===== src/rtl/ddp_packet_receiver_core_assert.svh =====
// Assertion helpers, clocked on clk and quiet while rst is high.
`ifndef DDP_PACKET_RECEIVER_CORE_ASSERT_SVH
`define DDP_PACKET_RECEIVER_CORE_ASSERT_SVH

// Condition holds at every edge.
`define DDP_ASSERT_ALWAYS(lbl, cond, msg) \
  lbl: assert property (@(posedge clk) disable iff (rst) (cond)) else $error(msg);

// Antecedent implies consequent in the same cycle.
`define DDP_ASSERT_IMPLY(lbl, ante, cons, msg) \
  lbl: assert property (@(posedge clk) disable iff (rst) (ante) |-> (cons)) \
    else $error(msg);

// Antecedent implies consequent in the following cycle.
`define DDP_ASSERT_NEXT(lbl, ante, cons, msg) \
  lbl: assert property (@(posedge clk) disable iff (rst) (ante) |=> (cons)) \
    else $error(msg);

`endif


===== src/rtl/ddp_rx_pkg.sv =====
package ddp_rx_pkg;

  localparam int unsigned CFG_ADDR_W = 3;
  localparam logic [CFG_ADDR_W-1:0] CFG_ADDR_CHANNEL_COUNT = 3'd0;
  localparam logic [18:0] CHANNEL_COUNT_RESET = 19'd262144;

  typedef enum logic [2:0] {
    PH_IDLE    = 3'b001,
    PH_HEADER  = 3'b010,
    PH_PAYLOAD = 3'b100
  } phase_t;

  // Header byte positions
  localparam logic [15:0] POS_FLAGS     = 16'd0;
  localparam logic [15:0] POS_SEQUENCE  = 16'd1;
  localparam logic [15:0] POS_ID        = 16'd3;
  localparam logic [15:0] POS_OFFSET_0  = 16'd4;
  localparam logic [15:0] POS_OFFSET_1  = 16'd5;
  localparam logic [15:0] POS_OFFSET_2  = 16'd6;
  localparam logic [15:0] POS_OFFSET_3  = 16'd7;
  localparam logic [15:0] POS_LENGTH_HI = 16'd8;
  localparam logic [15:0] POS_LENGTH_LO = 16'd9;
  localparam logic [15:0] POS_MAX       = 16'hFFFF;

  localparam logic [15:0] HDR_LEN_BASE     = 16'd10;
  localparam logic [15:0] HDR_LEN_TIMECODE = 16'd14;

  localparam int unsigned FLAG_TIMECODE_BIT = 4;
  localparam int unsigned FLAG_PUSH_BIT     = 0;

  localparam logic [7:0] ID_ACCEPT = 8'd1;

  localparam logic [3:0] SEQ_NONE  = 4'd0;
  localparam logic [3:0] SEQ_FIRST = 4'd1;
  localparam logic [3:0] SEQ_WRAP  = 4'd15;

  localparam logic [2:0] STATUS_IGNORED = 3'd0;
  localparam logic [2:0] STATUS_OK      = 3'd1;
  localparam logic [2:0] STATUS_SEQ     = 3'd2;
  localparam logic [2:0] STATUS_OVF     = 3'd3;
  localparam logic [2:0] STATUS_BOTH    = 3'd4;

  localparam logic [27:0] LOWEST_RESET = 28'hFFFFFFF;

  typedef struct packed {
    logic        fire;
    logic        seq_bad;
    logic [3:0]  seq_num;
    logic [31:0] offset;
    logic [15:0] length;
  } hdr_accept_t;

  typedef struct packed {
    logic [31:0] packets;
    logic [47:0] bytes;
    logic [31:0] errors;
    logic [27:0] min_channel;
    logic [32:0] max_channel;
  } totals_t;

  typedef struct packed {
    logic        emit;
    logic        write_valid;
    logic [17:0] write_address;
    logic [7:0]  write_data;
    logic        packet_end;
    logic [2:0]  status;
    logic        push;
  } step_result_t;

endpackage


===== src/rtl/ddp_rx_stats.sv =====
module ddp_rx_stats (
  input  logic                    clk,
  input  logic                    rst,
  input  ddp_rx_pkg::hdr_accept_t hdr,
  output logic [3:0]              last_sequence,
  output ddp_rx_pkg::totals_t     totals_next
);

  ddp_rx_pkg::totals_t totals;
  logic [3:0]  last_sequence_next;
  logic [32:0] lo;
  logic [32:0] hi;

  always_comb begin
    lo = {1'b0, hdr.offset} + 33'd1;
    hi = {1'b0, hdr.offset} + {17'b0, hdr.length};

    totals_next = totals;
    last_sequence_next = last_sequence;
    if (hdr.fire) begin
      totals_next.packets = totals.packets + 32'd1;
      totals_next.bytes   = totals.bytes + {32'b0, hdr.length};
      totals_next.errors  = totals.errors + {31'b0, hdr.seq_bad};
      if (hdr.seq_num != ddp_rx_pkg::SEQ_NONE) begin
        last_sequence_next = hdr.seq_num;
      end
      if (lo < {5'b0, totals.min_channel}) begin
        totals_next.min_channel = lo[27:0];
      end
      if (hi > totals.max_channel) begin
        totals_next.max_channel = hi;
      end
    end
  end

  always_ff @(posedge clk) begin
    if (rst) begin
      totals.packets     <= '0;
      totals.bytes       <= '0;
      totals.errors      <= '0;
      totals.min_channel <= ddp_rx_pkg::LOWEST_RESET;
      totals.max_channel <= '0;
      last_sequence      <= ddp_rx_pkg::SEQ_NONE;
    end else begin
      totals        <= totals_next;
      last_sequence <= last_sequence_next;
    end
  end

endmodule


===== src/rtl/ddp_rx_parse.sv =====
module ddp_rx_parse #(
  parameter int unsigned CHANNEL_MEMORY_DEPTH = 262144
) (
  input  logic                     clk,
  input  logic                     rst,
  input  logic                     step,
  input  logic [7:0]               byte_value,
  input  logic                     first_byte,
  input  logic                     last_byte,
  input  logic [18:0]              channel_count,
  input  logic [3:0]               last_sequence,
  output ddp_rx_pkg::hdr_accept_t  hdr,
  output ddp_rx_pkg::step_result_t res
);

  localparam logic [32:0] DEPTH_W = 33'(CHANNEL_MEMORY_DEPTH);

  ddp_rx_pkg::phase_t phase, ph, phase_next;
  logic [15:0] byte_position, pos, byte_position_next;
  logic [7:0]  header_flags, flags, header_flags_next;
  logic [3:0]  packet_sequence, seq, packet_sequence_next;
  logic        packet_valid, pv, packet_valid_next;
  logic [31:0] channel_offset, off, channel_offset_next;
  logic [15:0] payload_length, len, payload_length_next;
  logic        seq_error_seen, sse, seq_error_seen_next;
  logic        overflow_seen, ovf, overflow_seen_next;
  logic [15:0] hlen;
  logic [32:0] addr;
  logic        seq_bad;

  always_comb begin
    // A first byte starts from a clean packet state.
    ph = phase; pos = byte_position; flags = header_flags; seq = packet_sequence;
    pv = packet_valid; off = channel_offset; len = payload_length;
    sse = seq_error_seen; ovf = overflow_seen;
    if (first_byte) begin
      ph = ddp_rx_pkg::PH_HEADER; pos = '0; flags = '0; seq = '0;
      pv = 1'b0; off = '0; len = '0; sse = 1'b0; ovf = 1'b0;
    end

    phase_next = ph; byte_position_next = pos; header_flags_next = flags;
    packet_sequence_next = seq; packet_valid_next = pv; channel_offset_next = off;
    payload_length_next = len; seq_error_seen_next = sse; overflow_seen_next = ovf;
    hdr = '0;
    res = '0;
    hlen = ddp_rx_pkg::HDR_LEN_BASE;
    addr = '0;
    seq_bad = 1'b0;

    unique case (ph)
      ddp_rx_pkg::PH_HEADER: begin
        case (pos) inside
          ddp_rx_pkg::POS_FLAGS:    header_flags_next = byte_value;
          ddp_rx_pkg::POS_SEQUENCE: packet_sequence_next = byte_value[3:0];
          ddp_rx_pkg::POS_ID:       packet_valid_next = (byte_value == ddp_rx_pkg::ID_ACCEPT);
          ddp_rx_pkg::POS_OFFSET_0, ddp_rx_pkg::POS_OFFSET_1,
          ddp_rx_pkg::POS_OFFSET_2, ddp_rx_pkg::POS_OFFSET_3:
            channel_offset_next = {off[23:0], byte_value};
          ddp_rx_pkg::POS_LENGTH_HI, ddp_rx_pkg::POS_LENGTH_LO:
            payload_length_next = {len[7:0], byte_value};
          default: ;
        endcase
        byte_position_next = pos + 16'd1;
        hlen = header_flags_next[ddp_rx_pkg::FLAG_TIMECODE_BIT] ?
               ddp_rx_pkg::HDR_LEN_TIMECODE : ddp_rx_pkg::HDR_LEN_BASE;
        if (byte_position_next >= hlen) begin
          // Nonzero sequence against the last one; 15 wraps to 1.
          if (packet_sequence_next != ddp_rx_pkg::SEQ_NONE &&
              last_sequence != ddp_rx_pkg::SEQ_NONE) begin
            if (packet_sequence_next == ddp_rx_pkg::SEQ_FIRST) begin
              seq_bad = (last_sequence != ddp_rx_pkg::SEQ_WRAP);
            end else begin
              seq_bad = (last_sequence != (packet_sequence_next - 4'd1));
            end
          end
          hdr.fire    = step && packet_valid_next;
          hdr.seq_bad = seq_bad;
          hdr.seq_num = packet_sequence_next;
          hdr.offset  = channel_offset_next;
          hdr.length  = payload_length_next;
          if (packet_valid_next && seq_bad) begin
            seq_error_seen_next = 1'b1;
          end
          phase_next = ddp_rx_pkg::PH_PAYLOAD;
          byte_position_next = '0;
        end
      end
      ddp_rx_pkg::PH_PAYLOAD: begin
        if (pv && pos < len) begin
          addr = {1'b0, off} + {17'b0, pos};
          if (addr < {14'b0, channel_count} && addr < DEPTH_W) begin
            res.write_valid   = 1'b1;
            res.write_address = addr[17:0];
            res.write_data    = byte_value;
          end else begin
            overflow_seen_next = 1'b1;
          end
        end
        if (pos != ddp_rx_pkg::POS_MAX) begin
          byte_position_next = pos + 16'd1;
        end
      end
      ddp_rx_pkg::PH_IDLE: ;
      default: ;
    endcase

    if (ph != ddp_rx_pkg::PH_IDLE && last_byte) begin
      res.packet_end = 1'b1;
      if (phase_next == ddp_rx_pkg::PH_PAYLOAD && packet_valid_next) begin
        case ({overflow_seen_next, seq_error_seen_next})
          2'b00:   res.status = ddp_rx_pkg::STATUS_OK;
          2'b01:   res.status = ddp_rx_pkg::STATUS_SEQ;
          2'b10:   res.status = ddp_rx_pkg::STATUS_OVF;
          default: res.status = ddp_rx_pkg::STATUS_BOTH;
        endcase
        res.push = header_flags_next[ddp_rx_pkg::FLAG_PUSH_BIT];
      end
      phase_next = ddp_rx_pkg::PH_IDLE;
      packet_valid_next = 1'b0;
    end
    res.emit = (ph != ddp_rx_pkg::PH_IDLE) && (res.write_valid || last_byte);
  end

  always_ff @(posedge clk) begin
    if (rst) begin
      phase           <= ddp_rx_pkg::PH_IDLE;
      byte_position   <= '0;
      header_flags    <= '0;
      packet_sequence <= '0;
      packet_valid    <= 1'b0;
      channel_offset  <= '0;
      payload_length  <= '0;
      seq_error_seen  <= 1'b0;
      overflow_seen   <= 1'b0;
    end else if (step) begin
      phase           <= phase_next;
      byte_position   <= byte_position_next;
      header_flags    <= header_flags_next;
      packet_sequence <= packet_sequence_next;
      packet_valid    <= packet_valid_next;
      channel_offset  <= channel_offset_next;
      payload_length  <= payload_length_next;
      seq_error_seen  <= seq_error_seen_next;
      overflow_seen   <= overflow_seen_next;
    end
  end

endmodule


===== src/rtl/ddp_packet_receiver_core.sv =====
// An item accepted into the input register is parsed there; its result moves to the output
// register once that is free. Throughput: one item per cycle while the sink does not stall;
// the parse and counter update fit in one register stage; an item with no result retires.
// Reset: synchronous rst clears the pipeline, the parser and all counters;
// channel_count returns to 262144. No clearing pass is needed.
`include "ddp_packet_receiver_core_assert.svh"

module ddp_packet_receiver_core #(
  parameter int unsigned CHANNEL_MEMORY_DEPTH = 262144
) (
  input  logic        clk,
  input  logic        rst,
  // input item channel
  input  logic        in_valid,
  output logic        in_stall,
  input  logic [7:0]  byte_value,
  input  logic        first_byte,
  input  logic        last_byte,
  // result channel
  output logic        out_valid,
  input  logic        out_stall,
  output logic        write_valid,
  output logic [17:0] write_address,
  output logic [7:0]  write_data,
  output logic        packet_end,
  output logic [2:0]  status,
  output logic        push_res,
  output logic [31:0] packets_total,
  output logic [47:0] bytes_total,
  output logic [31:0] errors_total,
  output logic [27:0] min_channel,
  output logic [32:0] max_channel,
  // configuration
  input  logic        psel,
  input  logic        penable,
  input  logic        pwrite,
  input  logic [ddp_rx_pkg::CFG_ADDR_W-1:0] paddr,
  input  logic [31:0] pwdata,
  output logic [31:0] prdata,
  output logic        pready
);

  // Configuration register: only channel_count, at byte address 0.
  logic [18:0] channel_count;
  logic        cfg_write;

  assign pready    = 1'b1;
  assign cfg_write = psel && penable && pwrite && pready &&
                     (paddr == ddp_rx_pkg::CFG_ADDR_CHANNEL_COUNT);
  assign prdata    = (paddr == ddp_rx_pkg::CFG_ADDR_CHANNEL_COUNT) ?
                     {13'b0, channel_count} : 32'b0;

  always_ff @(posedge clk) begin
    if (rst) begin
      channel_count <= ddp_rx_pkg::CHANNEL_COUNT_RESET;
    end else if (cfg_write) begin
      channel_count <= pwdata[18:0];
    end
  end

  // Input register. An item sits here while it is parsed, until the output register is free.
  logic       s1_full;
  logic [7:0] s1_byte;
  logic       s1_first;
  logic       s1_last;
  logic       in_take;
  logic       out_free;
  logic       advance;

  // The output register frees up this cycle when empty or when it is being taken.
  assign out_free = !out_valid || !out_stall;
  assign advance  = s1_full && out_free;
  assign in_stall = s1_full && !out_free;
  assign in_take  = in_valid && !in_stall;

  always_ff @(posedge clk) begin
    if (rst) begin
      s1_full <= 1'b0;
    end else if (in_take) begin
      s1_full <= 1'b1;
    end else if (advance) begin
      s1_full <= 1'b0;
    end
  end

  always_ff @(posedge clk) begin
    if (in_take) begin
      s1_byte  <= byte_value;
      s1_first <= first_byte;
      s1_last  <= last_byte;
    end
  end

  // Parser and statistics, both stepped by advance.
  ddp_rx_pkg::hdr_accept_t  hdr;
  ddp_rx_pkg::step_result_t res;
  ddp_rx_pkg::totals_t      totals_next;
  logic [3:0]               last_sequence;

  ddp_rx_parse #(
    .CHANNEL_MEMORY_DEPTH(CHANNEL_MEMORY_DEPTH)
  ) u_parse (
    .clk          (clk),
    .rst          (rst),
    .step         (advance),
    .byte_value   (s1_byte),
    .first_byte   (s1_first),
    .last_byte    (s1_last),
    .channel_count(channel_count),
    .last_sequence(last_sequence),
    .hdr          (hdr),
    .res          (res)
  );

  ddp_rx_stats u_stats (
    .clk          (clk),
    .rst          (rst),
    .hdr          (hdr),
    .last_sequence(last_sequence),
    .totals_next  (totals_next)
  );

  // Output register: holds a finished item until the sink takes it; counters are
  // snapshotted as they stand after the item.
  logic load_out;
  assign load_out = advance && res.emit;

  always_ff @(posedge clk) begin
    if (rst) begin
      out_valid <= 1'b0;
    end else if (load_out) begin
      out_valid <= 1'b1;
    end else if (!out_stall) begin
      out_valid <= 1'b0;
    end
  end

  always_ff @(posedge clk) begin
    if (load_out) begin
      write_valid   <= res.write_valid;
      write_address <= res.write_address;
      write_data    <= res.write_data;
      packet_end    <= res.packet_end;
      status        <= res.status;
      push_res      <= res.push;
      packets_total <= totals_next.packets;
      bytes_total   <= totals_next.bytes;
      errors_total  <= totals_next.errors;
      min_channel   <= totals_next.min_channel;
      max_channel   <= totals_next.max_channel;
    end
  end

  // A write never points past the configured channel range.
  `DDP_ASSERT_IMPLY(a_write_in_range, out_valid && write_valid,
    {1'b0, write_address} < channel_count, "write beyond channel_count")
  // Status and push are only reported on the last byte of a packet.
  `DDP_ASSERT_IMPLY(a_status_at_end, out_valid && !packet_end,
    status == ddp_rx_pkg::STATUS_IGNORED && !push_res, "status outside packet end")
  // Push is only reported for an accepted packet.
  `DDP_ASSERT_IMPLY(a_push_accepted, out_valid && push_res,
    status != ddp_rx_pkg::STATUS_IGNORED, "push on ignored packet")
  // A held item in the input register moves on once the output side is free.
  `DDP_ASSERT_NEXT(a_input_drains, s1_full && !out_valid && !in_valid,
    !s1_full, "input register failed to drain")

endmodule


===== config.mk =====
export PLATFORM = sky130hd
export DESIGN_NAME = ddp_packet_receiver_core
export DESIGN_NICKNAME = d
export VERILOG_FILES = /design/src/rtl/ddp_rx_pkg.sv /design/src/rtl/ddp_rx_stats.sv /design/src/rtl/ddp_rx_parse.sv /design/src/rtl/ddp_packet_receiver_core.sv
export VERILOG_INCLUDE_DIRS = /design/src /design/src/rtl
export SDC_FILE = /design/constraint.sdc
export NUM_CORES = 1
export LEC_CHECK = 0
export BUFFER_PORTS_ARGS = -buffer_cell sky130_fd_sc_hd__buf_2
export CORE_ASPECT_RATIO = 1.1
export CORE_MARGIN = 5
export CORE_UTILIZATION = 47
export CTS_BUF_LIST = sky130_fd_sc_hd__clkbuf_4 sky130_fd_sc_hd__clkbuf_8
export CTS_CLUSTER_DIAMETER = 50
export CTS_CLUSTER_SIZE = 10
export DETAILED_ROUTE_END_ITERATION = 10
export GPL_ROUTABILITY_DRIVEN = 0
export PLACE_DENSITY_LB_ADDON = 0.2
export SLEW_MARGIN = 20
export SYNTH_ARGS = -nofsm -noshare
export SYNTH_HDL_FRONTEND = slang
export SYNTH_SLANG_ARGS = --single-unit

===== constraint.sdc =====
create_clock -name clk -period 24 [get_ports clk]
set_input_delay 0 -clock clk [delete_from_list [all_inputs] [get_ports clk]]
set_output_delay 0 -clock clk [all_outputs]
set_load 0.02 [all_outputs]

# After elaboration in Yosys (flattened, before gate mapping)
# Cells that the tools add are included.
# W data, S select, Z words.
[word_totals] regBits=495 input_bits=52 output_inout_bits=240 wordCells=165
[classes] n_addsub=8 magnitude_cmp=6 n_eq_ne=20 n_mux=66 n_reduce_logical=33
[op_table] op="$mux W32" n=6
[op_table] op="$mux W173" n=1
[op_table] op="$mux W16" n=10
[op_table] op="$mux W54" n=2
[op_table] op="$mux W27" n=3
[op_table] op="$add A32 B16 Y33" n=2
[op_table] op="$eq A16 B3 Y1 const B" n=4
[op_table] op="$add A48 B16 Y48" n=1
[op_table] op="$add A32 B1 Y33 const B" n=1
[op_table] op="$gt A33 B33 Y1" n=1
[op_table] op="$lt A33 B19 Y1" n=1
[op_table] op="$lt A33 B19 Y1 const B" n=1
[op_table] op="$lt A33 B28 Y1" n=1
[op_table] op="$mux W33" n=1
[op_table] op="$add A32 B1 Y32" n=1
[op_table] op="$add A32 B1 Y32 const B" n=1
[op_table] op="$eq A16 B4 Y1 const B" n=2
[op_table] op="$mux W8" n=4
[op_table] op="$pmux W16 S2" n=1
[op_table] op="$mux W28" n=1
[op_table] op="$mux W4" n=6
[op_table] op="$mux W1" n=23
[op_table] op="$mux W19" n=1
[op_table] op="$add A16 B1 Y16 const B" n=1
[op_table] op="other kinds (31)" n=57

# Logic depth before layout (Yosys ltp)
[logic_depth] depth_word=19 depth_mapped=47 depth_no_buf=36

# Cells and area by module
# Synthesis repeated with hierarchy kept, for this count alone.
[unflattened] hier_cells=2956 area_unflattened_um2=27656.5
[modules_own_cells] module="ddp_rx_stats" instances=1 cells_each=1508 area_per_inst_um2=12359.4 seq_area_each_um2=3543.4
[modules_own_cells] module="ddp_packet_receiver_core" instances=1 cells_each=347 area_per_inst_um2=7659.8 seq_area_each_um2=6876.6
[modules_own_cells] module="ddp_rx_parse" instances=1 cells_each=1101 area_per_inst_um2=7637.3 seq_area_each_um2=1521.5

# Worst setup path before layout
# Ideal clock, no wire load.
[synth_timing] kind="flip-flop to flip-flop" from="register s1_first" to="register bytes_total[0], enable pin" setup_time_ns=0.839 arrival_time_ns=15.688 t_required_ns=23.161 slack_ns=7.473 stages_incl_launch_ff=30 n_path_buf=9 synth_period_minus_slack_ns=16.527 path_cell_list="edfxtp_1 > buf_4 > buf_4 > buf_2 > buf_2 > buf_1 > clkbuf_1 > clkbuf_1 > clkbuf_1 > nor2b_1 > ha_1 > a2111oi_0 > o21ai_0 > a41oi_1 > a311oi_1 > o21a_1 > nor2_1 > xnor2_1 > ha_1 > a21o_1 > a21oi_1 > nor2b_1 > o21ai_0 > nand2_1 > a31oi_1 > o2111ai_1 > nor3_1 > o2111ai_1 > clkbuf_1 > a21oi_1"
[synth_via] elab_chain_len=10 word_cells_on_any_way=19 classes_between="add/sub: 1; order compare: 3; eq/ne: 2; mux: 8; reduce/logical: 5"
[synth_lines] element="start: declaration" line_no="ddp_packet_receiver_core.sv:64" source="logic s1_first;"
[synth_lines] element="start signal: assignment" line_no="ddp_packet_receiver_core.sv:89" source="s1_first <= first_byte;"
[synth_lines] element="$mux W32 / $mux W16 (equally long branches)" line_no="ddp_rx_parse.sv:36" source="if (first_byte) begin"
[synth_lines] element="$add A32 B16 Y33" line_no="ddp_rx_parse.sv:90" source="addr = {1'b0, off} + {17'b0, pos};"
[synth_lines] element="$lt A33 B19 Y1" line_no="ddp_rx_parse.sv:91" source="if (addr < {14'b0, channel_count} && addr < DEPTH_W) begin"
[synth_lines] element="$logic_and A1 B1 Y1" line_no="ddp_rx_parse.sv:91"
[synth_lines] element="$mux W27" line_no="ddp_rx_parse.sv:91"
[synth_lines] element="$mux W27" line_no="ddp_rx_parse.sv:89" source="if (pv && pos < len) begin"
[synth_lines] element="$mux W27" line_no="ddp_rx_parse.sv:50" source="unique case (ph)"
[synth_lines] element="$logic_or A1 B1 Y1" line_no="ddp_rx_parse.sv:121" source="res.emit = (ph != ddp_rx_pkg::PH_IDLE) && (res.write_valid || last_byte);"
[synth_lines] element="$logic_and A1 B1 Y1 (*)" line_no="ddp_rx_parse.sv:121"
[synth_lines] element="$logic_and A1 B1 Y1 (*)" line_no="ddp_packet_receiver_core.sv:126" source="assign load_out = advance && res.emit;"
[synth_lines] element="named net load_out" line_no="ddp_packet_receiver_core.sv:125" source="logic load_out;"
[synth_lines] element="end signal: assignment" line_no="ddp_packet_receiver_core.sv:147" source="bytes_total <= totals_next.bytes;"
[synth_lines] element="end: declaration" line_no="ddp_packet_receiver_core.sv:29" source="output logic [47:0] bytes_total,"
# Mark *: on every way through the listed nets, which the timed path passes. The rest lies on a longest branch.
# A chain may end at the register's enable or synchronous reset.

==> impl_metrics.csv <==
group,metric,value,unit
outcome,status,"finished clean",
setup_path,cp.required,24390,ps
setup_path,end_kind,"flop",
global_routing,grt_max_degree,100,
cells_and_area,drive_gt1_frac,0.156,
routing,vias,24300,
cells_and_area,n_fill_cell,5430,
floorplan,dieHeight,269,microns
power,power.leakage,0.0133,uW
floorplan,core,0.0601,sq mm
clock_tree,clk-insertion-delay-late,660,ps
yosys,synth.area.top_cells,"edfxtp_1, dfxtp_1, ha_1",
yosys,yosysMostFrequentCell,"nor2_1",
global_routing,grt.overflow.total,0,
worst_hold_path,worst_hold_path_type,"primary input to flop",
timing,slew_headroom,0.270,
worst_hold_path,worstHoldStart,"penable",
timing,setup_viol,0,
power,power_density,52.5,mW/mm^2
yosys,ys_warn_count,0,
yosys,yosys.area_share.xor_xnor,0.0582,
setup_path,rr_endpoint,"max_channel[14]",
yosys,synth_top_area_frac,0.226,
timing,fin_crit_sh,0.449,
yosys,synth_compound_area_frac,0.149,
timing,fmax,0.0927,GHz
run,cap_violations,0,
timing,fin_setup_tns,0,ps
clock_tree,cts-root-buf,"clkbuf_8",
floorplan,die_w,245,microns
setup_path,crit_fanout,43,
clock_tree,cts_setup_buffers,0,
yosys,yosysUniqueCellTypes,111,
yosys,syn_area,0.0286,sq mm
yosys,async_flop_share,0,
yosys,synthCells,3145,
yosys,synth-simple-area-share,0.215,
global_routing,antenna_found_initial,1,
timing,fin_skew,33.5,ps
setup_path,critPathArrivalTime,11170,ps
cells_and_area,multi_input_area,0.0153,sq mm
floorplan,initial_utilization,0.476,
timing,rsz0062_at_grt,"false",
timing,post-route-min-period,10780,ps
clock_tree,cts_tree,"yes",
worst_hold_path,hold_path_depth,4,
floorplan,num_io_pins,292,
cells_and_area,areaGrowthSynthToFinish,12.8,%
place,place_hpwl,58100,microns
cells_and_area,seqCellArea,0.0119,sq mm
setup_path,r2r_cells,38,
routing,drt-initial-drc-count,2101,
power,peakVddDrop,0.0339,mV
clock_tree,clk_path_buf_depth,3,
clock_tree,clk_pin_slew,70,ps
routing,drt-wirelength-per-cell,19.1,microns
global_routing,grt_pass1_vias,23600,
routing,firstDrtPassIters,7,
global_routing,grt_pass1_wl,127000,microns
yosys,syn_avg_cell_area,9.09,sq um
routing,via_per_inst,5.72,
clock_tree,cts.sinks,489,
yosys,synthAdderAreaFrac,0.0670,
setup_path,crit_top_cell,"a21o_1",
clock_tree,htree_levels,3,
timing,tightest_slew,1090,ps
floorplan,die_area,0.0658,sq mm
setup_path,crit_type,"flop to flop",
timing,slew_viol_final,0,
global_routing,track_usage,0.236,
setup_path,critPathLaunchType,"flop",
yosys,synth_top_family_by_area,"simple AND/OR/NAND/NOR gates",
setup_path,r2r-start,"s1_first",
place,io_buffers,264,
routing,ant_nets,0,
yosys,seq_area_frac_synth,0.418,
clock_tree,numCtsBuffers,66,
power,p_total,1690,uW
floorplan,placementRows,94,
worst_hold_path,hold_end,"channel_count[0]",
yosys,netlist_top_cells_count,"nor2_1, dfxtp_1, nand2_1, edfxtp_1, a21oi_1",
routing,post-route-drc-count,0,
timing,hold_viol,0,
yosys,synth_edf_count,215,
setup_path,crit_path_top_delay_cell,"edfxtp_1",
setup_path,r2r_slack,13220,ps
routing,drt-total-wl,80900,microns
cells_and_area,fin_nets,3578,
yosys,synth_seq_cells,489,
yosys,synth_ff_type,"dfxtp_1",
setup_path,crit_path_max_incr_delay,720,ps
yosys,muxShareOfSynthArea,0.0415,
yosys,synth_area_leader_cell,"edfxtp_1",
through the flow:
| step | hold slack (ps) | util | cell area, sq um | instances | setup slack [ps] |
|---|---|---|---|---|---|
| finish | 51.8 | 0.536 | 32200 | 4246 | 13220 |
| global route | 52.5 | 0.536 | 32200 | 4246 | 12600 |
| floorplan | 98.9 | - | 28600 | 3157 | 7470 |
| global placement | 181 | 0.507 | 30400 | 4088 | 13480 |
| CTS | 13.6 | 0.536 | 32200 | 4244 | 13370 |
| detailed placement | 178 | 0.507 | 30400 | 4088 | 13440 |
state kept, by name, summed over array words and instances, names as in the netlist, 2 cells and up:
register and flops:
u_parse.channel_offset 32, write_address 18, min_channel 28, u_stats.totals 173, u_parse.byte_position 16, u_parse.phase 3
errors_total 32, u_parse.payload_length 16, u_parse.packet_sequence 4, status 3, u_parse.header_flags 2, u_stats.last_sequence 4
packets_total 32, write_data 8, channel_count 19, bytes_total 48, s1_byte 8, max_channel 33
area by class of cell:
cell class,instances,area share
antenna,2,0.000155
clock buffer,98,0.0368
clock inverter,20,0.00664
inverter,164,0.0191
multi-input combinational,2323,0.475
sequential,489,0.370
tap,816,0.0317
timing repair buffer,334,0.0604
routing by layer:
layer	share of wire	GRT usage	vias up
met5	0	0	-
met4	0.045	0.109	0
met3	0.070	0.0375	216
met2	0.47	0.393	963
met1	0.42	0.303	11500
li1	-	-	11500
critical path: cells and delay by family (launching register included):
| family | cells | cell delay (ps) |
|---|---|---|
| AO/OA/AOI/OAI | 16 | 3340 |
| XOR/XNOR | 1 | 370 |
| adder cells (fa/ha/maj) | 4 | 1390 |
| buffers and inverters | 8 | 2320 |
| flip-flops | 1 | 720 |
| multiplexers | 1 | 390 |
| AND/OR/NAND/NOR | 8 | 1870 |
worst max-delay path by stage:
stage | end | slack, ps | startpoint | depth (start not counted)
6_report | max_channel[14] | 13220 | s1_first | 38
5_1_grt | max_channel[23] | 12600 | s1_first | 34
4_1_cts | max_channel[14] | 13370 | s1_first | 38
3_5_place_dp | max_channel[14] | 13440 | s1_first | 38
3_3_place_gp | max_channel[14] | 13480 | s1_first | 38
2_1_floorplan | bytes_total[0] | 7470 | s1_first | 29
timing repair:
action,CTS,global route
hold buffers,38,0
resized for setup,0,0
hold endpoints to repair,82,0
report_power, final:
group,internal (uW),switching [uW],leakage (uW)
clock,355,336,0.000730
combinational,33.5,86.3,0.00824
sequential,872,9.92,0.00430
cells by family after synthesis:
logic type,after synthesis
adder cells (fa/ha/maj),152
AND/OR/NAND/NOR,1222
AO/OA/AOI/OAI,635
flip-flops,489
multiplexers,110
buffers and inverters,345
other,2
XOR/XNOR,190
cells in the final DEF (no fill, tap or decap), drive strengths merged, types with 98 or more instances in the layout:
cell,netlist,final
xnor2,104,104
nor2,343,343
buf,66,296
nand3,103,103
and2,128,128
edfxtp,215,215
dfxtp,274,274
clkbuf,115,98
a21oi,201,201
ha,145,145
o21ai,114,114
inv,164,170
nand2,271,271
Power figures use the tool's default switching activity.
